### src/design/mrle_pkg.sv
`timescale 1ns / 1ps
`default_nettype none

package mrle_pkg;

	// decoder phase, one-hot
	typedef enum logic [6:0] {
		PH_HEADER  = 7'b0000001,
		PH_DATA    = 7'b0000010,
		PH_COUNT   = 7'b0000100,
		PH_LONG_LO = 7'b0001000,
		PH_LONG_HI = 7'b0010000,
		PH_VALUE   = 7'b0100000,
		PH_DONE    = 7'b1000000
	} phase_t;

	// positions within the five-byte block header
	localparam logic [2:0] HDR_SIZE_LO = 3'd2;
	localparam logic [2:0] HDR_SIZE_HI = 3'd3;
	localparam logic [2:0] HDR_MARKER  = 3'd4;

	typedef struct packed {
		logic [7:0]  run_value;
		logic [15:0] run_length;
		logic        block_end;
		logic        last;
	} res_t;

endpackage

`default_nettype wire

### src/design/mrle_core.sv
`timescale 1ns / 1ps
`default_nettype none

module mrle_core (
	input  wire logic          clk,
	input  wire logic          arst_n,
	input  wire logic          step,
	input  wire logic [7:0]    stream_byte,
	input  wire logic [15:0]   block_total,
	output logic               res_valid,
	output mrle_pkg::res_t     res
);
	import mrle_pkg::*;

	phase_t      phase_q, phase_d;
	logic [2:0]  header_index_q, header_index_d;
	logic [15:0] goal_q, goal_d;
	logic [16:0] decoded_q, decoded_d;
	logic [7:0]  marker_q, marker_d;
	logic [15:0] pending_q, pending_d;
	logic [15:0] blocks_q, blocks_d;

	logic        run_req;
	logic        empty_req;
	logic [7:0]  emit_value;
	logic [15:0] emit_length;
	logic [16:0] run_sum;
	logic        end_of_block;
	logic        fin;

	always_comb begin
		phase_d        = phase_q;
		header_index_d = header_index_q;
		goal_d         = goal_q;
		decoded_d      = decoded_q;
		marker_d       = marker_q;
		pending_d      = pending_q;
		blocks_d       = blocks_q;
		run_req        = 1'b0;
		empty_req      = 1'b0;
		emit_value     = stream_byte;
		emit_length    = 16'd1;
		end_of_block   = 1'b0;
		fin            = 1'b0;

		unique case (phase_q)
			PH_HEADER: begin
				if (header_index_q == HDR_SIZE_LO) begin
					goal_d         = {8'h00, stream_byte};
					header_index_d = header_index_q + 3'd1;
				end else if (header_index_q == HDR_SIZE_HI) begin
					goal_d         = {stream_byte, goal_q[7:0]};
					header_index_d = header_index_q + 3'd1;
				end else if (header_index_q >= HDR_MARKER) begin
					marker_d       = stream_byte;
					decoded_d      = 17'd0;
					header_index_d = 3'd0;
					if (goal_q == 16'd0) begin
						empty_req   = 1'b1;
						emit_value  = 8'h00;
						emit_length = 16'd0;
					end else begin
						phase_d = PH_DATA;
					end
				end else begin
					header_index_d = header_index_q + 3'd1;
				end
			end
			PH_DATA: begin
				if (stream_byte == marker_q) begin
					phase_d = PH_COUNT;
				end else begin
					run_req = 1'b1;
				end
			end
			PH_COUNT: begin
				if (stream_byte != 8'h00) begin
					pending_d = {8'h00, stream_byte};
					phase_d   = PH_VALUE;
				end else begin
					phase_d = PH_LONG_LO;
				end
			end
			PH_LONG_LO: begin
				pending_d = {8'h00, stream_byte};
				phase_d   = PH_LONG_HI;
			end
			PH_LONG_HI: begin
				pending_d = {stream_byte, pending_q[7:0]};
				phase_d   = PH_VALUE;
			end
			PH_VALUE: begin
				phase_d     = PH_DATA;
				emit_length = pending_q;
				// a zero long count adds nothing and reports nothing
				run_req     = (pending_q != 16'd0);
			end
			PH_DONE: begin
			end
			default: begin
			end
		endcase

		run_sum = decoded_q + {1'b0, emit_length};
		if (run_req) begin
			decoded_d    = run_sum;
			end_of_block = (run_sum >= {1'b0, goal_q});
		end
		if (empty_req) begin
			end_of_block = 1'b1;
		end
		if ((run_req || empty_req) && end_of_block) begin
			blocks_d       = blocks_q + 16'd1;
			fin            = (blocks_d >= block_total);
			decoded_d      = 17'd0;
			header_index_d = 3'd0;
			phase_d        = fin ? PH_DONE : PH_HEADER;
		end
	end

	assign res_valid      = step && (run_req || empty_req);
	assign res.run_value  = emit_value;
	assign res.run_length = emit_length;
	assign res.block_end  = end_of_block;
	assign res.last       = fin;

	always_ff @(posedge clk or negedge arst_n) begin
		if (!arst_n) begin
			phase_q        <= PH_HEADER;
			header_index_q <= 3'd0;
			goal_q         <= 16'd0;
			decoded_q      <= 17'd0;
			marker_q       <= 8'h00;
			pending_q      <= 16'd0;
			blocks_q       <= 16'd0;
		end else if (step) begin
			phase_q        <= phase_d;
			header_index_q <= header_index_d;
			goal_q         <= goal_d;
			decoded_q      <= decoded_d;
			marker_q       <= marker_d;
			pending_q      <= pending_d;
			blocks_q       <= blocks_d;
		end
	end

`ifndef SYNTHESIS
	a_done_silent: assert property (@(posedge clk) disable iff (!arst_n)
		(phase_q == PH_DONE) |-> !res_valid)
		else $error("result produced after the final block");

	a_header_index_range: assert property (@(posedge clk) disable iff (!arst_n)
		header_index_q <= HDR_MARKER)
		else $error("header index beyond marker byte");

	a_empty_ends_block: assert property (@(posedge clk) disable iff (!arst_n)
		(res_valid && res.run_length == 16'd0) |-> res.block_end)
		else $error("zero-length result does not end its block");
`endif

endmodule

`default_nettype wire

### src/design/marker_rle_block_decoder_unit.sv
`timescale 1ns / 1ps
`default_nettype none

// Marker-escaped run-length block decoder.
// Feed the packed stream on stream_byte with in_valid/in_ready, starting at
// the first block header. Each literal or finished run comes out on the
// output channel (out_valid/out_ready) as one run_value/run_length result;
// block_end marks the result that completes a block, last the one that
// completes the final block. Marker and count bytes give no result, nor do
// header bytes, but the last one of an empty block gives a zero-length
// result that ends it; bytes after the final block are consumed and dropped.
// The user must write block_count through block_count_we only while the
// unit is idle; the block itself does not enforce this. A value of zero
// decodes one block. Reset sets it to one. An accepted byte waits in the
// input register and is decoded when the decode stage advances, which loads
// its result into the result register; one byte per cycle passes while the
// receiver takes results. When the receiver stalls a pending result holds,
// the byte behind it waits in the input register and in_ready drops once
// that register is full. Reset clears the decoder to the first header byte
// of the first block and empties both registers.

module marker_rle_block_decoder_unit (
	input  wire logic        clk,
	input  wire logic        arst_n,
	input  wire logic        block_count_we,
	input  wire logic [15:0] block_count,
	input  wire logic        in_valid,
	output logic             in_ready,
	input  wire logic [7:0]  stream_byte,
	output logic             out_valid,
	input  wire logic        out_ready,
	output logic [7:0]       run_value,
	output logic [15:0]      run_length,
	output logic             block_end,
	output logic             last
);
	import mrle_pkg::*;

	logic [15:0] block_count_q;
	logic [15:0] block_total;
	logic        valid_s1;
	logic [7:0]  byte_s1;
	logic        valid_s2;
	res_t        res_s2;
	logic        advance;
	logic        core_valid;
	res_t        core_res;

	assign block_total = (block_count_q == 16'd0) ? 16'd1 : block_count_q;
	assign advance     = valid_s1 && (!valid_s2 || out_ready);
	assign in_ready    = !valid_s1 || advance;

	always_ff @(posedge clk or negedge arst_n) begin
		if (!arst_n) begin
			block_count_q <= 16'd1;
		end else if (block_count_we) begin
			block_count_q <= block_count;
		end
	end

	always_ff @(posedge clk or negedge arst_n) begin
		if (!arst_n) begin
			valid_s1 <= 1'b0;
		end else if (in_valid && in_ready) begin
			valid_s1 <= 1'b1;
		end else if (advance) begin
			valid_s1 <= 1'b0;
		end
	end

	always_ff @(posedge clk) begin
		if (in_valid && in_ready) begin
			byte_s1 <= stream_byte;
		end
	end

	mrle_core u_core (
		.clk         (clk),
		.arst_n      (arst_n),
		.step        (advance),
		.stream_byte (byte_s1),
		.block_total (block_total),
		.res_valid   (core_valid),
		.res         (core_res)
	);

	always_ff @(posedge clk or negedge arst_n) begin
		if (!arst_n) begin
			valid_s2 <= 1'b0;
		end else if (advance) begin
			valid_s2 <= core_valid;
		end else if (out_ready) begin
			valid_s2 <= 1'b0;
		end
	end

	// result register loads only when the decode stage moves on
	always_ff @(posedge clk) begin
		if (advance && core_valid) begin
			res_s2 <= core_res;
		end
	end

	assign out_valid  = valid_s2;
	assign run_value  = res_s2.run_value;
	assign run_length = res_s2.run_length;
	assign block_end  = res_s2.block_end;
	assign last       = res_s2.last;

`ifndef SYNTHESIS
	a_last_ends_block: assert property (@(posedge clk) disable iff (!arst_n)
		(out_valid && last) |-> block_end)
		else $error("final-block flag without block end");

	a_ready_when_empty: assert property (@(posedge clk) disable iff (!arst_n)
		!valid_s1 |-> in_ready)
		else $error("input stalled with an empty input register");

	a_result_loaded: assert property (@(posedge clk) disable iff (!arst_n)
		(advance && core_valid) |=> out_valid)
		else $error("decoded result lost before the output register");
`endif

endmodule

`default_nettype wire
### config.mk
export PLATFORM = sky130hd
export DESIGN_NAME = marker_rle_block_decoder_unit
export DESIGN_NICKNAME = d
export VERILOG_FILES = /design/src/design/mrle_pkg.sv /design/src/design/mrle_core.sv /design/src/design/marker_rle_block_decoder_unit.sv
export SDC_FILE = /design/constraint.sdc
export NUM_CORES = 1
export LEC_CHECK = 0
export BUFFER_PORTS_ARGS = -buffer_cell sky130_fd_sc_hd__buf_2
export CORE_ASPECT_RATIO = 1.5
export CORE_MARGIN = 2
export CORE_UTILIZATION = 43
export CTS_CLUSTER_SIZE = 40
export DETAILED_ROUTE_END_ITERATION = 6
export PLACE_DENSITY = 0.59
export SETUP_SLACK_MARGIN = 0.02
export SLEW_MARGIN = 20
export SYNTH_ARGS = -nofsm -noshare
export SYNTH_HDL_FRONTEND = slang
export SYNTH_HIERARCHICAL = 1
export SYNTH_SLANG_ARGS = --single-unit
export TNS_END_PERCENT = 50
### constraint.sdc
create_clock -name clk -period 4.7 [get_ports clk]
set_clock_uncertainty 0.1 [all_clocks]
set_input_delay 0.94 -clock clk [delete_from_list [all_inputs] [get_ports clk]]
set_output_delay 0.94 -clock clk [all_outputs]
set_load 0.02 [all_outputs]
======== Word level (Yosys, flattened, before mapping) ========
Cells that the tools add are included.
word-level totals
  flip-flop bits (word level) ............. 135
  input bits .............................. 29
  output and inout port bits .............. 28
  logic and storage cells ................. 123
operators by class
  add/sub/neg operators ................... 3
  $lt $le $gt $ge ......................... 3
  eq/ne operators ......................... 17
  multiplexer cells ....................... 48
  bitwise operators ....................... 3
  reduce and logical (&&, ||, !) cells .... 32
operators with widths
  kind                                                             number
  16-bit two-way mux                                               7
  17-bit two-way mux                                               6
  7-bit two-way mux                                                7
  16-bit case mux with 3 select lines                              1
  7-bit case mux with 6 select lines                               1
  8-bit two-way mux                                                5
  16-bit logical NOT                                               2
  16-bit case mux with 2 select lines                              1
  17-bit by 16-bit adder with 17-bit output                        1
  17-bit by 16-bit >= comparator with 1-bit output                 1
  16-bit by 1-bit adder with 16-bit output, second input constant  1
  16-bit >= comparator                                             1
  16-bit nonzero test                                              1
  3-bit two-way mux                                                5
  1-bit two-way mux                                                13
  5-bit AND reduction                                              2
  2-bit nonzero test                                               5
  3-bit != test, second input constant                             3
  3-bit AND reduction                                              3
  3-bit nonzero test                                               3
  8-bit == test                                                    1
  8-bit nonzero test                                               1
  7-bit by 1-bit == test with 1-bit output, second input constant  1
  7-bit by 2-bit == test with 1-bit output, second input constant  1
  20 further kinds                                                 33

======== Longest topological paths before layout ========
Gate-level depths: netlist (run 1).
  word-level depth ........................ 13
  mapped depth ............................ 25
  mapped depth without buffers ............ 22

======== Modules after synthesis ========
The synthesis (run 1) kept the hierarchy.
by module, submodules not included
  module                         instances  cells each  area an instance (µm²)  sequential area each (µm²)
  mrle_core                      1          566         5607.9                  2078.2
  marker_rle_block_decoder_unit  1          98          1858.0                  1472.7

======== Least setup slack after synthesis (run 1) ========
OpenSTA, ideal clock, no wires.
  kind .................................... register to register
  from .................................... register u_core.header_index_q[2]
  to ...................................... register u_core.phase_q[1]
  library setup time ...................... 0.077 ns
  arrival ................................. 4.814 ns
  data required time ...................... 4.523 ns
  setup slack ............................. -0.292 ns
  cell stages (with the launch flop) ...... 25
  path buffers ............................ 2
  path through ............................ dfrtp_1 clkbuf_1 inv_1 ha_1 inv_1 nand2_1 nor3_2 buf_4 nor2_1 ha_1 fa_1 a211oi_1 o21a_1 nor2_1 a21o_1 a31oi_1 xnor2_1 ha_1 a21o_1 a22oi_1 nand2_1 o32ai_2 a31oi_1 or3_1 a21oi_1
RTL lines
  element                 line              RTL
  start, declared         mrle_core.sv:16   logic [2:0] header_index_q, header_index_d;
  start signal, assigned  mrle_core.sv:138  header_index_q <= header_index_d;
  end signal, assigned    mrle_core.sv:137  phase_q <= phase_d;
  end, declared           mrle_core.sv:15   phase_t phase_q, phase_d;

==> results of run 1 <==
cell usage after synthesis, types with 10 or more instances:
library cell / number
sky130_fd_sc_hd__dfrtp_1: 99
sky130_fd_sc_hd__ha_1: 53
sky130_fd_sc_hd__nand2_1: 42
sky130_fd_sc_hd__inv_1: 41
sky130_fd_sc_hd__edfxtp_1: 34
sky130_fd_sc_hd__mux2_2: 32
sky130_fd_sc_hd__xor2_1: 29
sky130_fd_sc_hd__a22o_1: 25
sky130_fd_sc_hd__o21ai_0: 25
sky130_fd_sc_hd__nor2_1: 24
sky130_fd_sc_hd__xnor2_1: 23
sky130_fd_sc_hd__and2_1: 21
sky130_fd_sc_hd__clkbuf_1: 20
sky130_fd_sc_hd__a21o_1: 18
sky130_fd_sc_hd__a21oi_1: 18
sky130_fd_sc_hd__nand2b_1: 15
sky130_fd_sc_hd__nand3_1: 13
sky130_fd_sc_hd__nor4_1: 13
sky130_fd_sc_hd__and3_1: 12
sky130_fd_sc_hd__mux2_4: 10
sky130_fd_sc_hd__nor2b_1: 10
per-layer routing:
| metal | global-route usage | vias up | wire length [um] |
|---|---|---|---|
| li1 | - | 2637 | - |
| met1 | 0.2409 | 2683 | 7555 |
| met2 | 0.3589 | 128 | 9431 |
| met3 | 0.05036 | 48 | 628 |
| met4 | 0.1156 | 0 | 798 |
| met5 | 0 | - | 0 |
power breakdown:
group	internal [W]	switching (W)
sequential	0.00122	0.0000309
clock	0.000795	0.000532
combinational	0.0000443	0.0000482
what timing repair did:
item	in CTS	in global routing
pin swaps	20	19
buffers inserted	11	8
cloned	1	1
resized for setup	18	10
endpoints found under the setup margin	43	43
metrics by stage:
stage / cell area, um^2 / std cells / TNS, ps
6_report: 9363 / 1025 / -5030
2_1_floorplan: 7542 / 664 / -186.6
5_1_grt: 9363 / 1025 / -17020
4_1_cts: 9235 / 1016 / -3068
3_5_place_dp: 8481 / 972 / -5827
3_3_place_gp: 8481 / 972 / -4389
registers in the layout, summed over array words and instances (netlist names), 3 cells and up:
name / cells
u_core/header_index_q: 3
block_count_q: 16
u_core/blocks_q: 16
u_core/goal_q: 16
u_core/marker_q: 8
u_core/decoded_q: 17
run_length: 16
u_core/phase_q: 7
run_value: 8
u_core/pending_q: 16
byte_s1: 8
layout make-up:
cell class / count / area (um^2) / area share
Clock buffer: 20 / 479.2 / 0.05118
Inverter: 42 / 157.7 / 0.01684
Clock inverter: 12 / 110.1 / 0.01176
Multi-Input combinational cell: 456 / 3749 / 0.4004
Sequential cell: 135 / 3552 / 0.3794
Tap cell: 213 / 266.5 / 0.02846
Timing Repair Buffer: 147 / 1049 / 0.1120
cells in the final DEF (no fill, tap or decap), types with 5 or more instances in the layout:
cell type / netlist / final
sky130_fd_sc_hd__and3_1: 12 / 12
sky130_fd_sc_hd__buf_2: 3 / 55
sky130_fd_sc_hd__nor2b_1: 10 / 9
sky130_fd_sc_hd__clkbuf_16: 0 / 20
sky130_fd_sc_hd__nor4_1: 13 / 10
sky130_fd_sc_hd__mux2_2: 32 / 32
sky130_fd_sc_hd__dfrtp_1: 99 / 98
sky130_fd_sc_hd__xnor2_1: 23 / 23
sky130_fd_sc_hd__nor2_1: 24 / 21
sky130_fd_sc_hd__nand3_1: 13 / 12
sky130_fd_sc_hd__nand4_1: 9 / 9
sky130_fd_sc_hd__mux2_4: 10 / 10
sky130_fd_sc_hd__edfxtp_1: 34 / 34
sky130_fd_sc_hd__nand2_1: 42 / 37
sky130_fd_sc_hd__a22o_1: 25 / 25
sky130_fd_sc_hd__ha_1: 53 / 52
sky130_fd_sc_hd__inv_1: 41 / 41
sky130_fd_sc_hd__nand2b_1: 15 / 15
sky130_fd_sc_hd__a21oi_1: 18 / 17
sky130_fd_sc_hd__a21o_1: 18 / 18
sky130_fd_sc_hd__a31oi_1: 6 / 5
sky130_fd_sc_hd__o21ai_0: 25 / 20
sky130_fd_sc_hd__and2_1: 21 / 21
sky130_fd_sc_hd__xor2_1: 29 / 29
sky130_fd_sc_hd__buf_4: 3 / 83
worst max-delay path, stage by stage, from the launching register on:
cell and delay, ps:
sky130_fd_sc_hd__dfrtp_2 420, sky130_fd_sc_hd__nor4_4 290, sky130_fd_sc_hd__buf_6 170, sky130_fd_sc_hd__nand2_4 70, sky130_fd_sc_hd__nor3_4 220, sky130_fd_sc_hd__nor2_2 60
sky130_fd_sc_hd__ha_2 190, sky130_fd_sc_hd__fa_2 380, sky130_fd_sc_hd__a211oi_2 260, sky130_fd_sc_hd__o21a_1 180, sky130_fd_sc_hd__nor2_2 60, sky130_fd_sc_hd__a21o_1 210
sky130_fd_sc_hd__a31oi_1 200, sky130_fd_sc_hd__xnor2_1 190, sky130_fd_sc_hd__ha_1 280, sky130_fd_sc_hd__a21o_1 170, sky130_fd_sc_hd__a22oi_2 180, sky130_fd_sc_hd__nand2_2 90
sky130_fd_sc_hd__o32ai_4 330, sky130_fd_sc_hd__buf_6 160, sky130_fd_sc_hd__buf_6 90, sky130_fd_sc_hd__nand2_4 50, sky130_fd_sc_hd__nor2_4 190, sky130_fd_sc_hd__clkbuf_16 180
sky130_fd_sc_hd__a22o_1 120
worst min path at each step:
| stage | start | slack [ps] | cells past startpoint | end |
|---|---|---|---|---|
| floorplan | u_core/decoded_q[0]$_DFFE_PN0P_ | 360 | 2 | u_core/decoded_q[0]$_DFFE_PN0P_ |
| global placement | u_core/decoded_q[0]$_DFFE_PN0P_ | 370 | 2 | u_core/decoded_q[0]$_DFFE_PN0P_ |
| detailed placement | u_core/blocks_q[15]$_DFFE_PN0P_ | 390 | 1 | u_core/blocks_q[15]$_DFFE_PN0P_ |
| CTS | arst_n | 400 | 1 | block_count_q[2]$_DFFE_PN0P_ |
| global route | arst_n | 410 | 1 | block_count_q[2]$_DFFE_PN0P_ |
| finish | arst_n | 380 | 1 | block_count_q[2]$_DFFE_PN0P_ |
kinds of logic (layout without fill, tap and decap cells):
kind of cell | count (synthesis) | after routing | share of synthesized area
fa+ha+maj | 54 | 54 | 0.09150
compound gates | 125 | 125 | 0.1212
simple gates | 179 | 180 | 0.1316
xor+xnor | 53 | 53 | 0.06469
buf+inv | 74 | 221 | 0.04441
flops | 135 | 135 | 0.4756
mux | 44 | 44 | 0.07106
==> results.md, run 1 <==
- The flow ran to the end, but the final reports show violations.
- The final reports fail on setup timing.
- Timing analysis after detailed placement gives a worst setup slack of -269.5 ps.
- The worst setup path startpoint is u_core/phase_q[2]$_DFFE_PN0P_.
- At the end of the flow the core is filled with cells to 0.5443.
- The initial antenna violation count is 0.
- The deepest level of the CTS H-tree is 4.
- The number of antenna diodes is 0.
- The fraction of the cycle the final worst path needs is 1.047.
- After synthesis the netlist holds a flip-flop and latch count of 135.
- The capturing element of the worst setup path is u_core/decoded_q[2]$_DFFE_PN0P_.
- Summed over all nets, the half-perimeter wirelength after detailed placement is 13.09 mm.
- Across all setup checks in the final design, the least slack found is -220.5 ps.
- TritonCTS created 17 clock buffers.
- The post-CTS clock slew at the launch and capture registers of the worst setup and hold paths is 60 ps.
- The setup violation total in the final timing report is 41.
- The wire length per cell is roughly 18 um.
- Counting every sink on the clock net gives about 140.
- The post-route minimum period is a little under 5000 ps.
- Measured along the x axis, the die boundary spans between 100 and 150 um.
- The element type at the critical path end is a flop.
- In this run, distinct cell masters in the synthesized netlist total 67.
- During synthesis, Yosys emitted a total of 6 warnings.
- The I/O pin count is 57.
- Ranked by total cell area, the synthesized netlist is headed by sky130_fd_sc_hd__dfrtp_1 (33%), sky130_fd_sc_hd__edfxtp_1 (14%), sky130_fd_sc_hd__ha_1 (8.9%).
- sky130_fd_sc_hd__dfrtp_1 takes more of the synthesized area than any other cell.
- The number of global-route vias before repair is about 5800.
- The full die area is 18450 um^2.
- The clock passes through at most 2 buffers.
- Headroom to the max-slew limit came out at 0.4609.
- Of the synthesized area, sequential elements account for 0.4756.
- The worst setup path is launched from a flop.
- The mean instance size in the synthesized netlist is 11.24 um^2.
- For the worst flop-to-flop path, the logic depth is 24.
- In the synthesized netlist the dominant register cell turns out to be sky130_fd_sc_hd__dfrtp_1.
- Across all layers, the routed design uses between 5000 and 6000 vias.
- The clock network latency to the later pin of the worst-skew pair is 430 ps.
- The sum of overflow across all layers after global routing is 0.
- The actual slew at the worst max-slew pin is 801.3 ps.
- The total count of hold-check failures in the final report is 0.
- The detailed router finished its first iteration with 206 violations.
- The number of nets in the synthesized netlist is about 750.
- The type of the worst setup path is flop to flop.
- The startpoint identified for the worst register-to-register timing path is u_core/phase_q[2]$_DFFE_PN0P_.
- Data arrives at the worst endpoint at 5190 ps.
- The share of the synthesized area in the top cell type is 0.3318.
- The pre-antenna-repair detailed-routing pass consisted of 4 iterations.
- The synthesized netlist occupies a cell area of 7466 um^2.
- The global placement routability congestion is around 0.84.
- The fraction of final layout cells sized beyond drive strength 1 is 0.3264.
- TritonCTS built the clock tree.
- For flop-to-flop paths, the worst setup slack is -220 ps.
- The number of filler cells placed in the layout is 1480.
- The class of the most critical hold timing path is primary input to async pin.
- Derived from the worst setup path, the maximum achievable clock frequency is 203.2 MHz.
- After layout, the design draws a total of 0.002674 W.
- The count of hold-fix buffers inserted at cts is 0.
- The max-slew violation count is 0.
- The top fanout value on the critical path is 7.
- The tree is rooted in a sky130_fd_sc_hd__clkbuf_16.
- For this configuration, the core starts out at a cell density of 0.4341.
- Hold is met by 384.7 ps.
- Relative to the synthesized area, the layout overhead comes to 25.41%.
- For this run, the total global-route usage over all layers was measured as 0.2090.
- The worst-case IR drop observed on VDD is 0.2523 mV.
- The routed design has 18.41 mm of wire.
- The first global-routing pass estimated 29.69 mm of wire.
- In this run the remaining antenna-violating nets after routing total 0.
- In this run the tool buffered the top-level ports with 56 buffer cells.
- The pin count of the biggest net entering global routing is 43.
- At the worst endpoint, the required time is 4970 ps.
- The via density per instance is 5.362.
- Across the run, the number of max-cap violations was 0.
- The end of the worst register-to-register path is u_core/decoded_q[2]$_DFFE_PN0P_.
- The area of the core is 17200 um^2.
- The number of cells produced by synthesis is 664.
- In this run the static leakage power is 4.800 nW.
- The power density over the cells is 285.6 nW/um^2.
- The number of flops mapped to enable cells by yosys is 34.
- The die span in y is 165.4 um.
- The async set-reset flop share out of synthesis is 0.7481.
- The placement row count is 59.
- For this run, design rule violations remaining after detail routing come to 0.
- The final layout contains 882 nets.
- Setup repair after global routing could not meet its margin everywhere.
No activity file was read; power rests on OpenSTA's default activity.
==> run 2, diff against run 1 <==
--- a/config.mk
+++ b/config.mk
@@ -5,6 +5,7 @@
 export SDC_FILE = /design/constraint.sdc
 export NUM_CORES = 1
 export LEC_CHECK = 0
+export ABC_AREA = 1
 export BUFFER_PORTS_ARGS = -buffer_cell sky130_fd_sc_hd__buf_2
 export CORE_ASPECT_RATIO = 1.5
 export CORE_MARGIN = 2
==> results.md, run 2 <==
- The flow ran to the end, and the final reports show no timing, DRC or antenna violations.
- The final layout contains routed wiring with a total length of 18.43 mm.
- Leaving out fill and tap cells, the most frequent cells in the layout are sky130_fd_sc_hd__nand2_1 (194), sky130_fd_sc_hd__inv_1 (122), sky130_fd_sc_hd__dfrtp_1 (99).
- In this run, placement finished with an instance count of between 1000 and 1500.
- Among the stages of the critical path, the cell type that occurs most often is sky130_fd_sc_hd__nand2_1.
- The element type at the critical path end is a flop.
- The power share of the combinational group is 0.045.
- In the final timing run, aggregate negative setup slack is 0 ps.
- Counting instances, the worst hold path has a depth of 2.
- The most common cell after layout, fill and taps aside is sky130_fd_sc_hd__nand2_1.
- The maximum ir drop on the vdd rail is between 0.2 and 0.25 mV.
- The core region is 17350 um^2.
- Setup violations remaining at the end of the flow were counted as 0.
- After detailed routing, the number of vias per cell comes to a little over 5.
- The mean instance size in the synthesized netlist is just under 9 um^2.
- The post-synthesis sequential area ratio is 0.4649.
- After clock tree synthesis, the clock-pin slew on the worst setup and hold paths is 70 ps.
- TritonCTS built the clock tree.
- During synthesis, Yosys emitted a total of 6 warnings.
- The number of global-route vias before repair is around 5900.
- The count of buffers from port buffering is 56.
- Once layout is done, the placed cells without fillers occupy 8841 um^2.
- The number of max-cap violations is 0.
- Of the total power, registers draw 0.463.
- Compared with the post-synthesis result, the final layout area differs by 15.74%.
- The post-synthesis cell type count is 51.
- The floorplan step set the die width to 112.8 um.
- Across all register-to-register paths, the minimum setup slack is 310 ps.
- The pre-antenna-repair detailed-routing pass consisted of 5 iterations.
- The netlist area before placement is 7639 um^2.
- The power after layout is 0.002675 W.
- For the worst-skew pair, the clock arrives at the later sink with an insertion delay of 420 ps.
- Counting every net in the synthesized netlist gives 938.
- After the first detailed-routing iteration, the DRC count stood at 324.
- The initial antenna violation count is 0.
- The final-stage net count is 1007.
- The number of DRC violations after detailed routing is 0.
- The first global-routing pass estimated 29.73 mm of wire.
- Of the total power, the share spent switching nets is 0.2452.
- By instance count, the leading cell after synthesis is sky130_fd_sc_hd__nand2_1.
- The largest incremental delay on the critical path is 410 ps.
- The root buffer cell chosen for the clock tree is sky130_fd_sc_hd__clkbuf_16.
- The number of cells produced by synthesis is 855.
- The top achievable clock speed is 227.8 MHz.
- The buffer depth of the longest clock path is 2.
- The number of flops mapped to enable cells by yosys is 34.
- The detailed placement HPWL is 14.08 mm.
- The worst pin sits at a relative slew slack of 0.4170.
- The class of the most critical hold timing path is flop to flop.
- Across all layers, the routed design uses 5885 vias.
- The internal power of the cells totals a little over 0.002 W.
- The switching power is 0.0006560 W.
- The required time at the endpoint of the critical path is 4960 ps.
- Summed over all instances, the cell type with the most area after synthesis is sky130_fd_sc_hd__dfrtp_1.
- In the finished design, the share of the clock period the worst path needs comes to 0.9341.
- The clock drives 135 sinks.
- u_core/decoded_q holds more flip-flops than any other register.
- The most common flop cell mapped by yosys is sky130_fd_sc_hd__dfrtp_1.
- The actual slew at the worst max-slew pin is roughly 870 ps.
- The cell area reported after detailed placement is 8144 um^2.
- The commonest cells after synthesis are sky130_fd_sc_hd__nand2_1 (195), sky130_fd_sc_hd__inv_1 (123), sky130_fd_sc_hd__dfrtp_1 (99).
- The post-route minimum period is 4390 ps.
- The share of the synthesized area in the top cell type is 0.3243.
- The overall global routing resource usage is 0.2036.
- For this design the ratio of total power to cell area is 302.6 nW/um^2.
- The startpoint type of the worst setup path is a flop.
- The part of the total power dissipated in the clock network is 0.491.
- The die is 167.2 um tall.
- The type of the worst setup path is flop to flop.
- STA puts the critical path data arrival time at 4650 ps.
- The async set-reset flop share out of synthesis is 0.7481.
- The filler cells instantiated in the layout total roughly 1700.
- The pin count of the biggest net entering global routing is 49.
- The total count of hold-check failures in the final report came to 0.
- The number of nets with antenna violations after routing is 0.
- Summed over all cells, the static leakage comes to 4.546 nW.
- After global routing the overflow that remains totals 0.
- Of all nets on the critical path, the largest fanout is 6.
- The post-route non-filler standard cell count is approximately 1200.
- 57 I/O pins were placed.
- Ranked by total cell area, the synthesized netlist is headed by sky130_fd_sc_hd__dfrtp_1 (32%), sky130_fd_sc_hd__edfxtp_1 (13%), sky130_fd_sc_hd__nand2_1 (9.6%).
- The hold slack is 382.7 ps.
- The initial core utilization is 0.4403.
- The slowest library cell on the worst path is sky130_fd_sc_hd__dfrtp_1.
- Measured in cells, the most critical reg-to-reg path has a length of 29.
- The floorplan step defined a die boundary enclosing 18870 um^2.
- The placement row count is 59.
- The flip-flop and latch count after synthesis is 135.
- The register with the most flip-flops in the layout has 17 of them.
- The repair_antennas step left the layout with diodes totalling 0.
- The global placement routability congestion is between 0.8 and 0.9.
- The wire length per cell is between 15 and 20 um.
- The total CTS buffers is 17.
- In this run the number of H-tree levels came out at 4.
- In the final layout, the share of cells above drive strength 1 is 0.1910.
- The max-slew violation count is 0.
run 2: path summary, 6_finish.rpt:
check	from	to
max reg2reg	u_core/header_index_q[0]$_DFFE_PN0P_	u_core/phase_q[2]$_DFFE_PN0P_
min	u_core/phase_q[0]$_DFFE_PN1P_	u_core/phase_q[0]$_DFFE_PN1P_
min in group asynchronous	arst_n	u_core/decoded_q[4]$_DFFE_PN0P_
min reg2reg	u_core/phase_q[0]$_DFFE_PN1P_	u_core/phase_q[0]$_DFFE_PN1P_
max	u_core/header_index_q[0]$_DFFE_PN0P_	u_core/phase_q[2]$_DFFE_PN0P_
max in group asynchronous	arst_n	u_core/blocks_q[4]$_DFFE_PN0P_
run 2: kinds of logic after synthesis:
kind of cell	count (synthesis)	synth area share
AO/OA/AOI/OAI	109	0.08370
XOR/XNOR	34	0.03899
adder cells (fa/ha/maj)	54	0.08944
buffers and inverters	160	0.09042
flip-flops	135	0.4649
multiplexers	15	0.02605
AND/OR/NAND/NOR	348	0.2066
run 2: per-layer routing:
| layer | vias to the layer above | share of wire | GRT usage |
|---|---|---|---|
| li1 | 2924 | - | - |
| met1 | 2822 | 0.39 | 0.2314 |
| met2 | 113 | 0.55 | 0.3715 |
| met3 | 26 | 0.031 | 0.03836 |
| met4 | 0 | 0.027 | 0.08112 |
| met5 | - | 0 | 0 |
run 2: area by class of cell:
class / instances / area, um^2 / share of cell area
well taps: 213 / 266.5 / 0.03014
multi-input cells: 560 / 3473 / 0.3929
clock inverters: 15 / 160.2 / 0.01811
repair buffers: 82 / 478.0 / 0.05406
flip-flops and latches: 135 / 3551 / 0.4016
clock buffers: 17 / 425.4 / 0.04812
inverters: 128 / 486.7 / 0.05505
run 2: critical path, delay by kind of cell (launching register included):
family / cells / cell delay (ps)
AO/OA/AOI/OAI: 5 / 680
adder cells (fa/ha/maj): 5 / 1190
flip-flops: 1 / 410
AND/OR/NAND/NOR: 19 / 1940
run 2: power by group through the flow:
| stage | Combinational, W | Sequential, W | Clock [W] |
|---|---|---|---|
| final | 0.000121 | 0.00124 | 0.00131 |
| after CTS | 0.000124 | 0.00124 | 0.00135 |
| after global routing | 0.000139 | 0.00124 | 0.00140 |
| after detailed placement | 0.000124 | 0.00126 | 0 |
| after global placement | 0.000122 | 0.00126 | 0 |
| after floorplan | 0.0000791 | 0.00126 | 0 |
run 2: what timing repair did:
| action | CTS | global route |
|---|---|---|
| hold buffers | 0 | 0 |
| resized for setup | 5 | 12 |
| buffers inserted | 0 | 5 |
| endpoints found under the setup margin | 41 | 44 |
| pin swaps | 1 | 9 |
run 2: through the flow:
| stage | worst slack (ps) | util |
|---|---|---|
| final | 309.8 | 0.5096 |
| after global routing | -2.101 | 0.5096 |
| after CTS | 20.31 | 0.5047 |
| after detailed placement | -98.53 | 0.4695 |
| after global placement | 2.992 | 0.4695 |
| after floorplan | 230.4 | - |
